`src/dsbp_pkg.sv`:
```
package dsbp_pkg;

    // ASCII codes
    localparam logic [7:0] CH_ZERO  = 8'h30;
    localparam logic [7:0] CH_NINE  = 8'h39;
    localparam logic [7:0] CH_DOT   = 8'h2E;
    localparam logic [7:0] CH_EXP   = 8'h45;
    localparam logic [7:0] CH_MINUS = 8'h2D;
    localparam logic [7:0] CH_PLUS  = 8'h2B;
    localparam logic [7:0] CH_SPACE = 8'h20;

    localparam int RADIX = 10;

    // Limits
    localparam int          SCALE_W   = 17;
    localparam logic [16:0] SCALE_SAT = 17'h1FFFF;
    localparam int          EXP_W     = 16;
    localparam logic [19:0] EXP_MAX   = 20'd32767;
    localparam int          OUT_CNT_W = 16;

    // Error codes
    localparam logic [1:0] ERR_NONE   = 2'd0;
    localparam logic [1:0] ERR_SYNTAX = 2'd1;
    localparam logic [1:0] ERR_EXPOVF = 2'd2;
    localparam logic [1:0] ERR_SCLOVF = 2'd3;

    // Queue depths
    localparam int CQ_DEPTH = 4;
    localparam int CQ_PTR_W = $clog2(CQ_DEPTH);
    localparam int RQ_DEPTH = 4;
    localparam int RQ_PTR_W = $clog2(RQ_DEPTH);

    typedef enum logic [3:0] {
        PH_SIGN  = 4'd0,
        PH_LZERO = 4'd1,
        PH_INT   = 4'd2,
        PH_FZERO = 4'd3,
        PH_FRAC  = 4'd4,
        PH_EMARK = 4'd5,
        PH_ESIGN = 4'd6,
        PH_EZERO = 4'd7,
        PH_EDIG  = 4'd8,
        PH_ERR   = 4'd9
    } phase_t;

    typedef enum logic [2:0] {
        CC_ZERO,
        CC_DIGIT,
        CC_DOT,
        CC_EXP,
        CC_MINUS,
        CC_PLUS,
        CC_SPACE,
        CC_OTHER
    } char_class_t;

    // Classified character, front to back
    typedef struct packed {
        char_class_t cls;
        logic [3:0]  digit;
        logic        last;
    } cq_entry_t;

    typedef struct packed {
        logic               kind;
        logic [3:0]         digit;
        logic               sign;
        logic [15:0]        digit_count;
        logic signed [15:0] scale;
        logic [1:0]         error;
        logic               end_of_run;
    } result_t;

endpackage

```
`src/dsbp_front.sv`:
```
module dsbp_front (
    input  logic                 clk,
    input  logic                 rst_n,
    input  logic                 in_valid,
    output logic                 in_stall,
    input  logic [7:0]           ch,
    input  logic                 last,
    output logic                 q_valid,
    output dsbp_pkg::cq_entry_t  q_entry,
    input  logic                 q_pop
);

    dsbp_pkg::cq_entry_t        mem [dsbp_pkg::CQ_DEPTH];
    logic [dsbp_pkg::CQ_PTR_W-1:0] wr_ptr_reg, wr_ptr_next;
    logic [dsbp_pkg::CQ_PTR_W-1:0] rd_ptr_reg, rd_ptr_next;
    logic [dsbp_pkg::CQ_PTR_W:0]   count_reg, count_next;
    logic                          push;
    dsbp_pkg::cq_entry_t           entry;

    function automatic dsbp_pkg::char_class_t classify(input logic [7:0] c);
        dsbp_pkg::char_class_t k;
        if (c == dsbp_pkg::CH_ZERO)
            k = dsbp_pkg::CC_ZERO;
        else if (c > dsbp_pkg::CH_ZERO && c <= dsbp_pkg::CH_NINE)
            k = dsbp_pkg::CC_DIGIT;
        else if (c == dsbp_pkg::CH_DOT)
            k = dsbp_pkg::CC_DOT;
        else if (c == dsbp_pkg::CH_EXP)
            k = dsbp_pkg::CC_EXP;
        else if (c == dsbp_pkg::CH_MINUS)
            k = dsbp_pkg::CC_MINUS;
        else if (c == dsbp_pkg::CH_PLUS)
            k = dsbp_pkg::CC_PLUS;
        else if (c == dsbp_pkg::CH_SPACE)
            k = dsbp_pkg::CC_SPACE;
        else
            k = dsbp_pkg::CC_OTHER;
        return k;
    endfunction

    always_comb
    begin
        entry.cls   = classify(ch);
        entry.digit = (entry.cls == dsbp_pkg::CC_DIGIT) ? 4'(ch - dsbp_pkg::CH_ZERO) : 4'd0;
        entry.last  = last;
    end

    assign in_stall = (count_reg == (dsbp_pkg::CQ_PTR_W+1)'(dsbp_pkg::CQ_DEPTH));
    assign push     = in_valid && !in_stall;
    assign q_valid  = (count_reg != '0);
    assign q_entry  = mem[rd_ptr_reg];

    always_comb
    begin
        wr_ptr_next = wr_ptr_reg + (push ? 1'b1 : 1'b0);
        rd_ptr_next = rd_ptr_reg + (q_pop ? 1'b1 : 1'b0);
        count_next  = count_reg + (push ? 1'b1 : 1'b0) - (q_pop ? 1'b1 : 1'b0);
    end

    always_ff @(posedge clk or negedge rst_n)
    begin
        if (!rst_n)
        begin
            wr_ptr_reg <= '0;
            rd_ptr_reg <= '0;
            count_reg  <= '0;
        end
        else
        begin
            wr_ptr_reg <= wr_ptr_next;
            rd_ptr_reg <= rd_ptr_next;
            count_reg  <= count_next;
        end
    end

    always_ff @(posedge clk)
    begin
        if (push)
            mem[wr_ptr_reg] <= entry;
    end

    a_pop_nonempty: assert property (@(posedge clk) disable iff (!rst_n)
        q_pop |-> count_reg != '0)
        else $error("class queue popped while empty");

endmodule

```
`src/dsbp_back.sv`:
```
module dsbp_back #(
    parameter int COUNT_WIDTH = 16
) (
    input  logic                 clk,
    input  logic                 rst_n,
    input  logic                 q_valid,
    input  dsbp_pkg::cq_entry_t  q_entry,
    output logic                 q_pop,
    output logic                 out_valid,
    input  logic                 out_stall,
    output dsbp_pkg::result_t    out_res
);

    localparam int WIDE_W = (COUNT_WIDTH > dsbp_pkg::OUT_CNT_W) ? COUNT_WIDTH
                                                                : dsbp_pkg::OUT_CNT_W;

    // Parse state
    dsbp_pkg::phase_t                 phase_reg, phase_next;
    logic                             neg_reg, neg_next;
    logic                             eneg_reg, eneg_next;
    logic [dsbp_pkg::EXP_W-1:0]       exp_reg, exp_next;
    logic [dsbp_pkg::SCALE_W-1:0]     scale_reg, scale_next;
    logic [COUNT_WIDTH-1:0]           digits_reg, digits_next;
    logic [1:0]                       err_reg, err_next;

    // Result queue
    dsbp_pkg::result_t                rmem [dsbp_pkg::RQ_DEPTH];
    logic [dsbp_pkg::RQ_PTR_W-1:0]    wr_ptr_reg, wr_ptr_next;
    logic [dsbp_pkg::RQ_PTR_W-1:0]    rd_ptr_reg, rd_ptr_next;
    logic [dsbp_pkg::RQ_PTR_W:0]      count_reg, count_next;

    logic       is_zero, is_dig, emit;
    logic       do_int, do_frac, do_emark, do_ezero, do_edig;
    logic [19:0] exp_mac;
    logic signed [18:0] sc_full;
    logic       sc_ovf;
    logic [1:0] fin_err;
    logic [WIDE_W-1:0] cnt_wide;
    logic [15:0] cnt_out;
    dsbp_pkg::result_t dig_res, sum_res, res0;
    logic       pop_out;
    logic [1:0] n_push;

    assign is_zero = (q_entry.cls == dsbp_pkg::CC_ZERO);
    assign is_dig  = is_zero || (q_entry.cls == dsbp_pkg::CC_DIGIT);
    assign exp_mac = {1'b0, exp_reg, 3'b000} + {3'b000, exp_reg, 1'b0} + {16'd0, q_entry.digit};

    // Character step, written as a set of handlers that chain like the grammar
    always_comb
    begin
        phase_next  = phase_reg;
        neg_next    = neg_reg;
        eneg_next   = eneg_reg;
        exp_next    = exp_reg;
        scale_next  = scale_reg;
        digits_next = digits_reg;
        err_next    = err_reg;
        emit        = 1'b0;
        do_int      = 1'b0;
        do_frac     = 1'b0;
        do_emark    = 1'b0;
        do_ezero    = 1'b0;
        do_edig     = 1'b0;

        unique case (phase_reg)
            dsbp_pkg::PH_SIGN:
            begin
                if (is_zero)
                    phase_next = dsbp_pkg::PH_SIGN;
                else if (q_entry.cls == dsbp_pkg::CC_MINUS)
                begin
                    neg_next   = 1'b1;
                    phase_next = dsbp_pkg::PH_LZERO;
                end
                else if (q_entry.cls == dsbp_pkg::CC_PLUS)
                begin
                    neg_next   = 1'b0;
                    phase_next = dsbp_pkg::PH_LZERO;
                end
                else
                    do_int = 1'b1;
            end
            dsbp_pkg::PH_LZERO:
            begin
                if (!is_zero)
                    do_int = 1'b1;
            end
            dsbp_pkg::PH_INT:
                do_int = 1'b1;
            dsbp_pkg::PH_FZERO:
            begin
                if (is_zero)
                begin
                    if (scale_reg != dsbp_pkg::SCALE_SAT)
                        scale_next = scale_reg + 1'b1;
                end
                else
                    do_frac = 1'b1;
            end
            dsbp_pkg::PH_FRAC:
                do_frac = 1'b1;
            dsbp_pkg::PH_EMARK:
                do_emark = 1'b1;
            dsbp_pkg::PH_ESIGN:
            begin
                if (q_entry.cls == dsbp_pkg::CC_MINUS)
                begin
                    eneg_next  = 1'b1;
                    phase_next = dsbp_pkg::PH_EZERO;
                end
                else if (q_entry.cls == dsbp_pkg::CC_PLUS)
                begin
                    eneg_next  = 1'b0;
                    phase_next = dsbp_pkg::PH_EZERO;
                end
                else
                    do_ezero = 1'b1;
            end
            dsbp_pkg::PH_EZERO:
                do_ezero = 1'b1;
            dsbp_pkg::PH_EDIG:
                do_edig = 1'b1;
            default:
                phase_next = phase_reg;
        endcase

        if (do_ezero)
        begin
            phase_next = dsbp_pkg::PH_EZERO;
            if (!is_zero)
                do_edig = 1'b1;
        end

        if (do_int)
        begin
            if (is_dig)
            begin
                if (digits_reg != '1)
                    digits_next = digits_reg + 1'b1;
                emit       = 1'b1;
                phase_next = dsbp_pkg::PH_INT;
            end
            else if (q_entry.cls == dsbp_pkg::CC_DOT)
                phase_next = (digits_reg != '0) ? dsbp_pkg::PH_FRAC : dsbp_pkg::PH_FZERO;
            else
                do_emark = 1'b1;
        end

        if (do_frac)
        begin
            if (is_dig)
            begin
                if (digits_reg != '1)
                    digits_next = digits_reg + 1'b1;
                if (scale_reg != dsbp_pkg::SCALE_SAT)
                    scale_next = scale_reg + 1'b1;
                emit       = 1'b1;
                phase_next = dsbp_pkg::PH_FRAC;
            end
            else
                do_emark = 1'b1;
        end

        if (do_emark)
        begin
            if (q_entry.cls == dsbp_pkg::CC_SPACE)
                phase_next = dsbp_pkg::PH_EMARK;
            else if (q_entry.cls == dsbp_pkg::CC_EXP)
                phase_next = dsbp_pkg::PH_ESIGN;
            else
            begin
                phase_next = dsbp_pkg::PH_ERR;
                err_next   = dsbp_pkg::ERR_SYNTAX;
            end
        end

        if (do_edig)
        begin
            if (is_dig)
            begin
                if (exp_mac > dsbp_pkg::EXP_MAX)
                begin
                    phase_next = dsbp_pkg::PH_ERR;
                    err_next   = dsbp_pkg::ERR_EXPOVF;
                end
                else
                begin
                    exp_next   = exp_mac[dsbp_pkg::EXP_W-1:0];
                    phase_next = dsbp_pkg::PH_EDIG;
                end
            end
            else
            begin
                phase_next = dsbp_pkg::PH_ERR;
                err_next   = dsbp_pkg::ERR_SYNTAX;
            end
        end
    end

    // Summary from the state after this character
    always_comb
    begin
        if (eneg_next)
            sc_full = $signed({2'b00, scale_next}) + $signed({3'b000, exp_next});
        else
            sc_full = $signed({2'b00, scale_next}) - $signed({3'b000, exp_next});
        sc_ovf   = (sc_full > 19'sd32767) || (sc_full < -19'sd32768);
        if (err_next != dsbp_pkg::ERR_NONE)
            fin_err = err_next;
        else if (sc_ovf)
            fin_err = dsbp_pkg::ERR_SCLOVF;
        else
            fin_err = dsbp_pkg::ERR_NONE;

        cnt_wide = WIDE_W'(digits_next);
        cnt_out  = (cnt_wide > WIDE_W'(16'hFFFF)) ? 16'hFFFF : cnt_wide[15:0];

        sum_res             = '0;
        sum_res.kind        = 1'b1;
        sum_res.digit_count = cnt_out;
        sum_res.error       = fin_err;
        sum_res.end_of_run  = 1'b1;
        if (fin_err == dsbp_pkg::ERR_NONE && digits_next != '0)
        begin
            sum_res.sign  = neg_next;
            sum_res.scale = sc_full[15:0];
        end

        dig_res       = '0;
        dig_res.digit = q_entry.digit;

        res0   = emit ? dig_res : sum_res;
        n_push = {1'b0, emit} + {1'b0, q_entry.last};
    end

    // Take a character only when the result queue can absorb two beats
    assign q_pop     = q_valid && (count_reg <= (dsbp_pkg::RQ_PTR_W+1)'(dsbp_pkg::RQ_DEPTH - 2));
    assign out_valid = (count_reg != '0);
    assign out_res   = rmem[rd_ptr_reg];
    assign pop_out   = out_valid && !out_stall;

    always_comb
    begin
        wr_ptr_next = wr_ptr_reg + (q_pop ? n_push : 2'd0);
        rd_ptr_next = rd_ptr_reg + (pop_out ? 1'b1 : 1'b0);
        count_next  = count_reg + (q_pop ? n_push : 2'd0) - (pop_out ? 1'b1 : 1'b0);
    end

    always_ff @(posedge clk or negedge rst_n)
    begin
        if (!rst_n)
        begin
            phase_reg  <= dsbp_pkg::PH_SIGN;
            neg_reg    <= 1'b0;
            eneg_reg   <= 1'b0;
            exp_reg    <= '0;
            scale_reg  <= '0;
            digits_reg <= '0;
            err_reg    <= dsbp_pkg::ERR_NONE;
            wr_ptr_reg <= '0;
            rd_ptr_reg <= '0;
            count_reg  <= '0;
        end
        else
        begin
            wr_ptr_reg <= wr_ptr_next;
            rd_ptr_reg <= rd_ptr_next;
            count_reg  <= count_next;
            if (q_pop)
            begin
                if (q_entry.last)
                begin
                    phase_reg  <= dsbp_pkg::PH_SIGN;
                    neg_reg    <= 1'b0;
                    eneg_reg   <= 1'b0;
                    exp_reg    <= '0;
                    scale_reg  <= '0;
                    digits_reg <= '0;
                    err_reg    <= dsbp_pkg::ERR_NONE;
                end
                else
                begin
                    phase_reg  <= phase_next;
                    neg_reg    <= neg_next;
                    eneg_reg   <= eneg_next;
                    exp_reg    <= exp_next;
                    scale_reg  <= scale_next;
                    digits_reg <= digits_next;
                    err_reg    <= err_next;
                end
            end
        end
    end

    always_ff @(posedge clk)
    begin
        if (q_pop && n_push != 2'd0)
            rmem[wr_ptr_reg] <= res0;
        if (q_pop && n_push == 2'd2)
            rmem[wr_ptr_reg + 1'b1] <= sum_res;
    end

    a_rq_bound: assert property (@(posedge clk) disable iff (!rst_n)
        count_reg <= (dsbp_pkg::RQ_PTR_W+1)'(dsbp_pkg::RQ_DEPTH))
        else $error("result queue overrun");

    a_err_phase: assert property (@(posedge clk) disable iff (!rst_n)
        (phase_reg == dsbp_pkg::PH_ERR) == (err_reg != dsbp_pkg::ERR_NONE))
        else $error("error code and error phase disagree");

    a_end_clears: assert property (@(posedge clk) disable iff (!rst_n)
        (q_pop && q_entry.last) |=> (phase_reg == dsbp_pkg::PH_SIGN && digits_reg == '0))
        else $error("state not cleared after end of string");

    a_exp_range: assert property (@(posedge clk) disable iff (!rst_n)
        {4'd0, exp_reg} <= dsbp_pkg::EXP_MAX)
        else $error("exponent register above limit");

    a_digit_bcd: assert property (@(posedge clk) disable iff (!rst_n)
        (out_valid && !out_res.kind) |-> out_res.digit <= 4'd9)
        else $error("digit beat holds a non-BCD value");

endmodule

```
`src/decimal_string_to_bcd_parser_top.sv`:
```
// Decimal string to BCD parser. Feed one ASCII character per input beat,
// with last set on the final character. Each significant digit comes out
// as a digit beat (kind 0) as soon as it is parsed; the last character adds
// a summary beat (kind 1, end_of_run 1) with sign, digit count, scale
// (fraction digits minus exponent) and error code. Sustained rate is one
// character per cycle unless the result side stalls; only the summary
// costs an extra result beat, since the result side drains one beat per
// cycle. Characters are registered in a four-entry class queue in front of
// the parser and results in a four-entry result queue behind it, so both
// sides can stall independently. After a syntax or overflow error the rest
// of the string is ignored and its summary reports the error with sign and
// scale forced to zero; a string with no significant digit reports zero
// sign and scale. No clearing pass after reset.
module decimal_string_to_bcd_parser_top #(
    parameter int COUNT_WIDTH = 16
) (
    input  logic               clk,
    input  logic               rst_n,
    // character side
    input  logic               in_valid,
    output logic               in_stall,
    input  logic [7:0]         ch,
    input  logic               last,
    // result side
    output logic               out_valid,
    input  logic               out_stall,
    output logic               kind,
    output logic [3:0]         digit,
    output logic               sign,
    output logic [15:0]        digit_count,
    output logic signed [15:0] scale,
    output logic [1:0]         error,
    output logic               end_of_run
);

    logic                q_valid;
    logic                q_pop;
    dsbp_pkg::cq_entry_t q_entry;
    dsbp_pkg::result_t   res;

    // Front: classify characters and buffer them
    dsbp_front u_front (
        .clk      (clk),
        .rst_n    (rst_n),
        .in_valid (in_valid),
        .in_stall (in_stall),
        .ch       (ch),
        .last     (last),
        .q_valid  (q_valid),
        .q_entry  (q_entry),
        .q_pop    (q_pop)
    );

    // Back: grammar state, counters and the result queue
    dsbp_back #(
        .COUNT_WIDTH (COUNT_WIDTH)
    ) u_back (
        .clk       (clk),
        .rst_n     (rst_n),
        .q_valid   (q_valid),
        .q_entry   (q_entry),
        .q_pop     (q_pop),
        .out_valid (out_valid),
        .out_stall (out_stall),
        .out_res   (res)
    );

    // Unpack the result beat onto the field ports
    assign kind        = res.kind;
    assign digit       = res.digit;
    assign sign        = res.sign;
    assign digit_count = res.digit_count;
    assign scale       = res.scale;
    assign error       = res.error;
    assign end_of_run  = res.end_of_run;

endmodule

```
`config.mk`:
```
export PLATFORM = sky130hd
export DESIGN_NAME = decimal_string_to_bcd_parser_top
export DESIGN_NICKNAME = d
export VERILOG_FILES = /design/src/dsbp_pkg.sv /design/src/dsbp_front.sv /design/src/dsbp_back.sv /design/src/decimal_string_to_bcd_parser_top.sv
export SDC_FILE = /design/constraint.sdc
export NUM_CORES = 1
export LEC_CHECK = 0
export ABC_AREA = 1
export CAP_MARGIN = 25
export CELL_PAD_IN_SITES_DETAIL_PLACEMENT = 1
export CELL_PAD_IN_SITES_GLOBAL_PLACEMENT = 2
export CORE_MARGIN = 2
export CORE_UTILIZATION = 30
export CTS_BUF_LIST = sky130_fd_sc_hd__clkbuf_2
export CTS_CLUSTER_DIAMETER = 100
export DETAILED_ROUTE_END_ITERATION = 12
export DONT_BUFFER_PORTS = 1
export GPL_TIMING_DRIVEN = 0
export PLACE_DENSITY = 0.7
export SYNTH_ARGS = -nofsm -noshare
export SYNTH_HDL_FRONTEND = slang
export SYNTH_SLANG_ARGS = --single-unit
```
`constraint.sdc`:
```
create_clock -name clk -period 12.1 [get_ports clk]
set_clock_uncertainty 0.15 [all_clocks]
set_input_delay 1.21 -clock clk [delete_from_list [all_inputs] [get_ports clk]]
set_output_delay 1.21 -clock clk [all_outputs]
set_load 0.05 [all_outputs]
```
# After elaboration in Yosys (flattened, before gate mapping)
# Memory sizes are Yosys's and may differ from the RTL's.
# Cells that the tools add are included.
# totals
input_bits,13
regBits,71
mem_bits_rw,196
wordCells,187
memories,2
# mem_list
name,depth,word_bits,rd,rd_clocked_by_memory_dff,write_ports,line,source
u_back.rmem,4,41,1,0,2,dsbp_back.sv:27,dsbp_pkg::result_t rmem [dsbp_pkg::RQ_DEPTH];
u_front.mem,4,8,1,0,1,dsbp_front.sv:13,dsbp_pkg::cq_entry_t mem [dsbp_pkg::CQ_DEPTH];
# classes
eq_ne,25
reduce_logical,20
muxes,103
addsub,17
magnitude_cmp,7
# op_table
cell,n
16-bit 2-to-1 mux,13
17-bit 2-to-1 mux,7
4-bit 2-to-1 mux,17
1-bit 2-to-1 mux,42
41-bit 2-to-1 mux,1
8-bit by 6-bit equality test with 1-bit output (second input constant),5
16-bit nonzero test,2
2-bit 2-to-1 mux,11
3-bit 2-to-1 mux,7
19-bit by 17-bit adder with 20-bit output,1
20-bit by 4-bit adder with 20-bit output,1
20-bit by 15-bit > comparator with 1-bit output (second input constant),1
19-bit by 16-bit > comparator with 1-bit output (second input constant),1
19-bit by 16-bit < comparator with 1-bit output (second input constant),1
19-bit 2-to-1 mux,1
17-bit by 16-bit adder with 18-bit output,1
17-bit by 16-bit subtractor with 18-bit output,1
17-bit by 1-bit adder with 17-bit output (second input constant),1
17-bit inequality test (second input constant),1
16-bit by 1-bit adder with 16-bit output (second input constant),1
4-bit by 3-bit equality test with 1-bit output (second input constant),4
16-bit > comparator (second input constant),1
16-bit inequality test (second input constant),1
3-bit equality test (second input constant),4
27 further kinds,46

# Logic depth before layout (Yosys ltp)
# Gate-level depths: netlist of run 1.
# An unclocked memory read counts as a cell.
# depth
depth_word,19
ltp_mapped,44
depth_no_buf,39

# Cells and area by module
# From an unflattened synthesis of run 1, not the netlist that was laid out.
# hier_totals
cells_unflattened,1904
hier_area_um2,15798.9
# modules_own_cells
module,cells_per_inst,area_per_inst_um2,n_inst
dsbp_back,1739,14034.7,1
dsbp_front,165,1764.2,1

# Worst setup path after synthesis of run 1
# No wires, ideal clock.
# synth_path
kind,reg-to-reg
startpoint,register u_front.rd_ptr_reg[0] in the netlist's numbering
endpoint,memory u_back.rmem[0][16] in the netlist's numbering (data pin)
path_slack_ns,6.288
period_less_slack_ns,5.812
setup_ns,0.140
stages_incl_launch_ff,40
t_arrival_ns,5.522
t_required_ns,11.810
cell_sequence,dfrtp_1 buf_4 inv_4 clkbuf_1 nor2_1 o22ai_1 fa_1 fa_1 nand2_1 nand3_1 nand3_1 nand2_1 nand3_1 nand2_1 nand2_1 nand2_1 nor2_1 nand3_1 [... 4 more ...] ha_1 fa_1 o31ai_1 nand2_1 nand2_1 nand2_1 nand2_1 nand2_1 nand2_1 inv_1 nand2_1 nand3_1 o21ai_1 nand3_1 nor2_4 buf_6 nand2_2 nor2_1
# synth_lines
element,line,source
start: declaration,dsbp_front.sv:15,"logic [dsbp_pkg::CQ_PTR_W-1:0] rd_ptr_reg, rd_ptr_next;"
start signal: assignment,dsbp_front.sv:71,rd_ptr_reg <= rd_ptr_next;
end: declaration,dsbp_back.sv:27,

==> flow_summary.yaml, run 1 <==
outcome:
  status: "complete, no violations"
hold_path:
  min_from: "last"
  holdCritPathClass: "in -> reg"
  worst_hold_path.endpoint: "u_front.mem[3][0]"
  hold_depth: 0
clocking:
  clk_pin_slew_ns: 0.10
  h-tree-depth: 3
  cts_sinks: 263
  root_buffer: "clkbuf_2"
  cts_tree: "built"
  cts_made_buffers: 74
  ctsResizeCount: 0
  clock_latency_ns: 1.00
  clk_path_buf_depth: 3
setup_path:
  worstPathArrival_ns: 8.42
  worstReg2RegEnd: "u_back.rmem[3][14]"
  start_kind: "register"
  path_buf_inv: 6
  r2r_cells: 39
  crit_path_end_kind: "register"
  crit_path_frequent_cell: "nand2_1"
  cp_max_fo: 10
  cpPeakStageDelay_ns: 0.58
  required_ns: 12.74
  r2r_slack_ns: 4.32
  critPathTopFamily: "simple AND/OR/NAND/NOR gates"
  cp_slowest_cell: "fa_1"
  path_class: "reg -> reg"
  reg2reg_from: "u_front.rd_ptr_reg[0]"
logic_synthesis:
  yosys.cell_types.count: 53
  syn_area_um2: 15800
  synth_cells: 1948
  synth_top_area_share_pct: 32.7
  yosys-top-cells-area: "edfxtp_1, dfrtp_1, nand2_1"
  synth_fa_ha_area_share_pct: 7.10
  synth_edf_count: 172
  synth.most_common_cell: "nand2_1"
  yosys_most_used_dff: "edfxtp_1"
  ys_seq_elements: 263
  syn_avg_cell_area_um2: 8.11
  yosys-top-cells-count: "nand2_1, nor2_1, inv_1, o21ai_0, edfxtp_1"
  syn-num-nets: 2047
  synth-seq-area-share_pct: 46.5
  ys_warn_count: 0
  synth_compound_area_share_pct: 12.6
  synth_top_family_by_area: "simple AND/OR/NAND/NOR gates"
  yosysTopAreaCell: "edfxtp_1"
  synth_xor_area_share_pct: 2.66
  synth.mux.area_fraction_pct: 0.127
  synthSimpleGateAreaFrac_pct: 23.5
  ys_async_sr_fraction_pct: 27.0
final_layout:
  multi_input_area_um2: 7270
  largest_reg_flops: 160
  area_delta_synth_final_pct: 12.3
  n_fill_cell: 6454
  final_nets: 2159
  drive_gt1_share_pct: 10.7
  ff_latch_area_um2: 7340
power_and_ir_drop:
  power.share.sequential_pct: 27.9
  p_int_mw: 2.05
  power.switching_mw: 2.34
  powerDensity_nw_per_um2: 248
  p_clk_share_pct: 15.9
  power.leakage_nw: 7.61
  comb_power_share_pct: 56.2
  max-vdd-ir-drop_uv: 105
  sw_frac_of_total_pct: 53.2
floorplan:
  dieHeight_um: 233
  die_width_um: 233
  dieArea_um2: 54500
  initial_core_util_pct: 30.2
  rows: 84
  core_area_um2: 52300
  io_pins: 56
sta:
  slew_viol_final: 0
  tns_ns: 0
  rsz0062_at_grt: "no"
  finalSetupViolCount: 0
  timing.final.crit_period_ns: 7.78
  hold_viol_final: 0
  period_share_pct: 64.3
  slew_headroom_pct: 26.8
  fmax_ghz: 0.129
  fin_ws_ns: 4.32
  worst_slew_pin_slew_ns: 1.11
placed_design:
  pre_cts_slack_ns: 4.24
  gp_congestion: 0.823
  hpwl_mm: 39.3
  numPortBuffers: 0
grt:
  overflow: 0
  grt_use_total_pct: 19.7
  grt_pass1_wl_mm: 82.6
  grt_max_degree: 72
  antenna_found_initial: 2
  grt_pass1_vias: 14600
routing:
  drtIter0Drc: 566
  wire_per_inst_um: 18.8
  drcViolationCount: 0
  ant_nets: 0
  routed_wl_mm: 52.8
  drt-pass1-iter-count: 4
  post_drt_via_cell_ratio: 4.89
  via_count: 13700
run:
  cap_violations: 0
==> power groups by stage <==
stage	logic (mW)	clock network, mW	registers, mW
2_1_floorplan	1.69	0	1.22
3_3_place_gp	2.33	0	1.25
3_5_place_dp	2.49	0	1.24
4_1_cts	2.51	0.733	1.22
5_1_grt	2.71	0.777	1.24
6_report	2.47	0.700	1.23
==> layout by cell type, fill, tap and decap left out, drive strengths merged, types with 3 or more instances in the layout <==
master	n
nor4	8
ha	80
nor3	31
clkinv	23
o211ai	3
nand3b	5
a31oi	7
o21ai	197
nand2	399
nand4	17
clkbuf	171
dfrtp	71
xor2	38
o22ai	74
dfxtp	20
a21oi	62
a21boi	4
xnor2	10
a21o	3
fa	6
nand3	105
edfxtp	172
and3	5
or2	9
nor2	304
inv	224
buf	52
==> cell families (layout without fill, tap and decap cells) <==
logic type | count (synthesis) | after routing
and+or+nand+nor | 885 | 885
DFF | 263 | 263
xor gates and xnor gates | 48 | 48
AOI/OAI and AO/OA | 360 | 360
adders and majority gates | 86 | 86
other | 0 | 2
muxes | 2 | 2
buffers and inverters | 304 | 474
==> per-stage QoR <==
step / hold slack, ns / area [um2] / utilization [%] / total power [mW] / std cells
3_5_place_dp: 0.298 / 17000 / 32.4 / 3.74 / 2669
6_report: 0.172 / 17700 / 33.9 / 4.39 / 2808
4_1_cts: 0.0269 / 17700 / 33.9 / 4.47 / 2806
5_1_grt: 0.0761 / 17700 / 33.9 / 4.73 / 2808
2_1_floorplan: 0.272 / 15800 / - / 2.91 / 1948
3_3_place_gp: 0.289 / 16700 / 31.8 / 3.57 / 2636
==> metal layers <==
layer | wire (um) | vias up | track usage (%)
met5 | 9 | - | 0
met4 | 807 | 2 | 5.46
met3 | 1770 | 58 | 3.04
met2 | 25300 | 185 | 33.9
met1 | 24900 | 6706 | 25.7
li1 | - | 6771 | -
==> cell type report <==
type / count / share of cell area [%]
antenna: 2 / 0.0282
buffer: 79 / 1.97
clock buffer: 110 / 3.10
clock inverter: 24 / 0.889
inverter: 225 / 4.77
multi-input combinational: 1381 / 41.0
sequential: 263 / 41.4
tap: 688 / 4.85
timing repair buffer: 36 / 2.02
==> worst max path at each step <==
stage,start,to,cells after the start
after CTS,u_front.rd_ptr_reg[0],u_back.rmem[3][14],39
after global placement,u_front.rd_ptr_reg[0],u_back.rmem[3][18],39
after global routing,u_front.rd_ptr_reg[0],u_back.rmem[2][14],39
after detailed placement,u_front.rd_ptr_reg[0],u_back.rmem[3][14],39
after floorplan,u_front.rd_ptr_reg[0],u_back.rmem[0][16],39
final,u_front.rd_ptr_reg[0],u_back.rmem[3][14],39
==> what timing repair did <==
item | 4_1_cts | 5_1_grt
buffers inserted | 0 | 0
endpoints found under the hold margin | 72 | 0
hold buffers | 3 | 0
Power figures use the tool's default switching activity.
==> inputs of run 2 (changes only) <==
==> constraint.sdc (replaced) <==
create_clock -name clk -period 7.6 [get_ports clk]
set_clock_uncertainty 0.15 [all_clocks]
set_input_delay 0.76 -clock clk [delete_from_list [all_inputs] [get_ports clk]]
set_output_delay 0.76 -clock clk [all_outputs]
set_load 0.05 [all_outputs]
==> run 2 against run 1 <==
Sequential cell count is the same. Critical path depth did not move. Register-to-register slack got worse by 3.6 ns. Die area stayed put. Global-route usage hardly changed. Via count up 0.15%. Worst setup slack got worse by 3.6 ns. Worst hold slack worse by 0.020 ns. Clock power is 60% higher. Critical path type unchanged. Largest cell class unchanged. Highest routed layer unchanged.
==> flow_summary.yaml, run 2 (same netlist as run 1, synthesis figures left out) <==
outcome:
  status: "complete, no violations"
routing:
  m1WireLength_mm: 24.9
  wl_met3_mm: 1.78
  ant_nets: 0
  drt-pass1-iter-count: 4
  route.met2.wl_mm: 25.4
  via_count: 13700
  post_drt_via_cell_ratio: 4.89
  drcViolationCount: 0
  maxUsedRoutingLayer: "met5"
  wire_per_inst_um: 18.8
  drtIter0Drc: 609
  routed_wl_mm: 52.9
setup_path:
  cp_max_fo: 18
  crit_path_frequent_cell: "nand2_1"
  r2r_cells: 39
  required_ns: 8.24
  crit_path_end_kind: "register"
  start_kind: "register"
  worstPathArrival_ns: 7.54
  path_class: "reg -> reg"
  crit_start: "u_front.rd_ptr_reg[0]"
  critPathCapture: "u_back.rmem[3][14]"
  reg2reg_from: "u_front.rd_ptr_reg[0]"
  cp_slowest_cell: "fa_1"
  worstReg2RegEnd: "u_back.rmem[3][14]"
  r2r_slack_ns: 0.70
  cpPeakStageDelay_ns: 0.44
power_and_ir_drop:
  comb_power_share_pct: 56.4
  max-vdd-ir-drop_uv: 168
  sw_frac_of_total_pct: 53.1
  power.leakage_nw: 7.64
  p_int_mw: 3.30
  power.share.sequential_pct: 27.8
  p_clk_share_pct: 15.9
  power.switching_mw: 3.73
  powerDensity_nw_per_um2: 394
clocking:
  clk_pin_slew_ns: 0.11
  cts_sinks: 263
  h-tree-depth: 3
  clk_path_buf_depth: 3
  cts_made_buffers: 74
  clock_latency_ns: 1.00
  root_buffer: "clkbuf_2"
  cts_tree: "built"
grt:
  antenna_found_initial: 2
  grt_use_total_pct: 19.7
  grt_pass1_vias: 14600
  grt_max_degree: 72
  overflow: 0
  grt_pass1_wl_mm: 82.7
final_layout:
  final_cell_mix: "nand2_1, nor2_1, inv_1, o21ai_0, edfxtp_1"
  final_common_cell: "nand2_1"
  final_core_util_pct: 34.1
  fin_cells: 2810
  final_nets: 2161
  area_delta_synth_final_pct: 12.8
  largest_reg_flops: 160
  drive_gt1_share_pct: 11.0
  n_fill_cell: 6450
sta:
  timing.final.crit_period_ns: 6.90
  fmax_ghz: 0.145
  slew_viol_final: 0
  rsz0062_at_grt: "no"
  finalSetupViolCount: 0
  worst_slew_pin_slew_ns: 1.11
  period_share_pct: 90.8
  slew_headroom_pct: 26.9
  hold_viol_final: 0
floorplan:
  rows: 84
  die_width_um: 233
  dieArea_um2: 54500
  io_pins: 56
  initial_core_util_pct: 30.2
  dieHeight_um: 233
  core_area_um2: 52300
hold_path:
  holdCritPathClass: "in -> reg"
placed_design:
  numPortBuffers: 0
  placed_cells: 2669
  gp_congestion: 0.823
  hpwl_mm: 39.3
run:
  cap_violations: 0
[run 2: metal layers]
layer  vias up  track usage (%)
li1       6770                -
met1      6717             25.7
met2       197             33.9
met3        56             3.03
met4         2             5.46
met5         -                0
[run 2: repair_timing]
item	4_1_cts	5_1_grt
gates resized for setup	3	14
pin swaps	0	3
hold endpoints to repair	98	0
endpoints found under the setup margin	76	69
hold buffers	8	0
buffers inserted	0	2
[run 2: power by group through the flow]
stage                     clock network (mW)  registers, mW  logic [mW]
after floorplan                            0           1.95        2.69
after global placement                     0           1.99        3.70
after detailed placement                   0           1.98        3.97
after CTS                               1.17           1.95        4.01
after global routing                    1.24           1.98        4.34
final                                   1.12           1.95        3.96
[run 2: critical path: cells and delay by family, from the launching register on]
family / cells / cell delay (ns)
flip-flops: 1 / 0.36
AO/OA/AOI/OAI: 5 / 0.95
buffers and inverters: 5 / 0.83
AND/OR/NAND/NOR: 24 / 2.70
adder cells (fa/ha/maj): 5 / 1.71
[run 2: through the flow]
stage          power [mW]  hold slack [ns]  setup TNS, ns  setup slack (ns)  instance area, um2
4_1_cts              7.12          0.00699              0             0.209               17800
2_1_floorplan        4.63            0.272              0              1.79               15800
5_1_grt              7.56           0.0554              0            0.0718               17800
3_5_place_dp         5.95            0.298         -11.06            -0.265               17000
3_3_place_gp         5.69            0.289          -9.08            -0.216               16700
6_report             7.03            0.152              0             0.701               17800
[run 2: final cells by class]
type                            count  area (um2)  area share, %
Timing Repair Buffer               43         423           2.37
Sequential cell                   263        7340           41.2
Buffer                             74         332           1.86
Multi-Input combinational cell   1381        7310           41.0
Tap cell                          688         861           4.83
Inverter                          225         847           4.75
Clock inverter                     24         158          0.884
Antenna cell                        2        5.00         0.0281
Clock buffer                      110         551           3.09
[run 2: how the worst min path moves through the flow]
stage                                 start              endpoint  slack, ns  depth (start not counted)
after floorplan           u_back.rmem[1][0]     u_back.rmem[1][0]       0.27                          2
after global placement    u_back.rmem[2][0]     u_back.rmem[2][0]       0.29                          2
after detailed placement  u_back.rmem[2][0]     u_back.rmem[2][0]       0.30                          2
after CTS                             ch[2]     u_front.mem[1][6]      0.007                          3
after global routing              out_stall  u_back.rd_ptr_reg[0]       0.06                          2
final                             out_stall  u_back.rd_ptr_reg[0]       0.15                          2
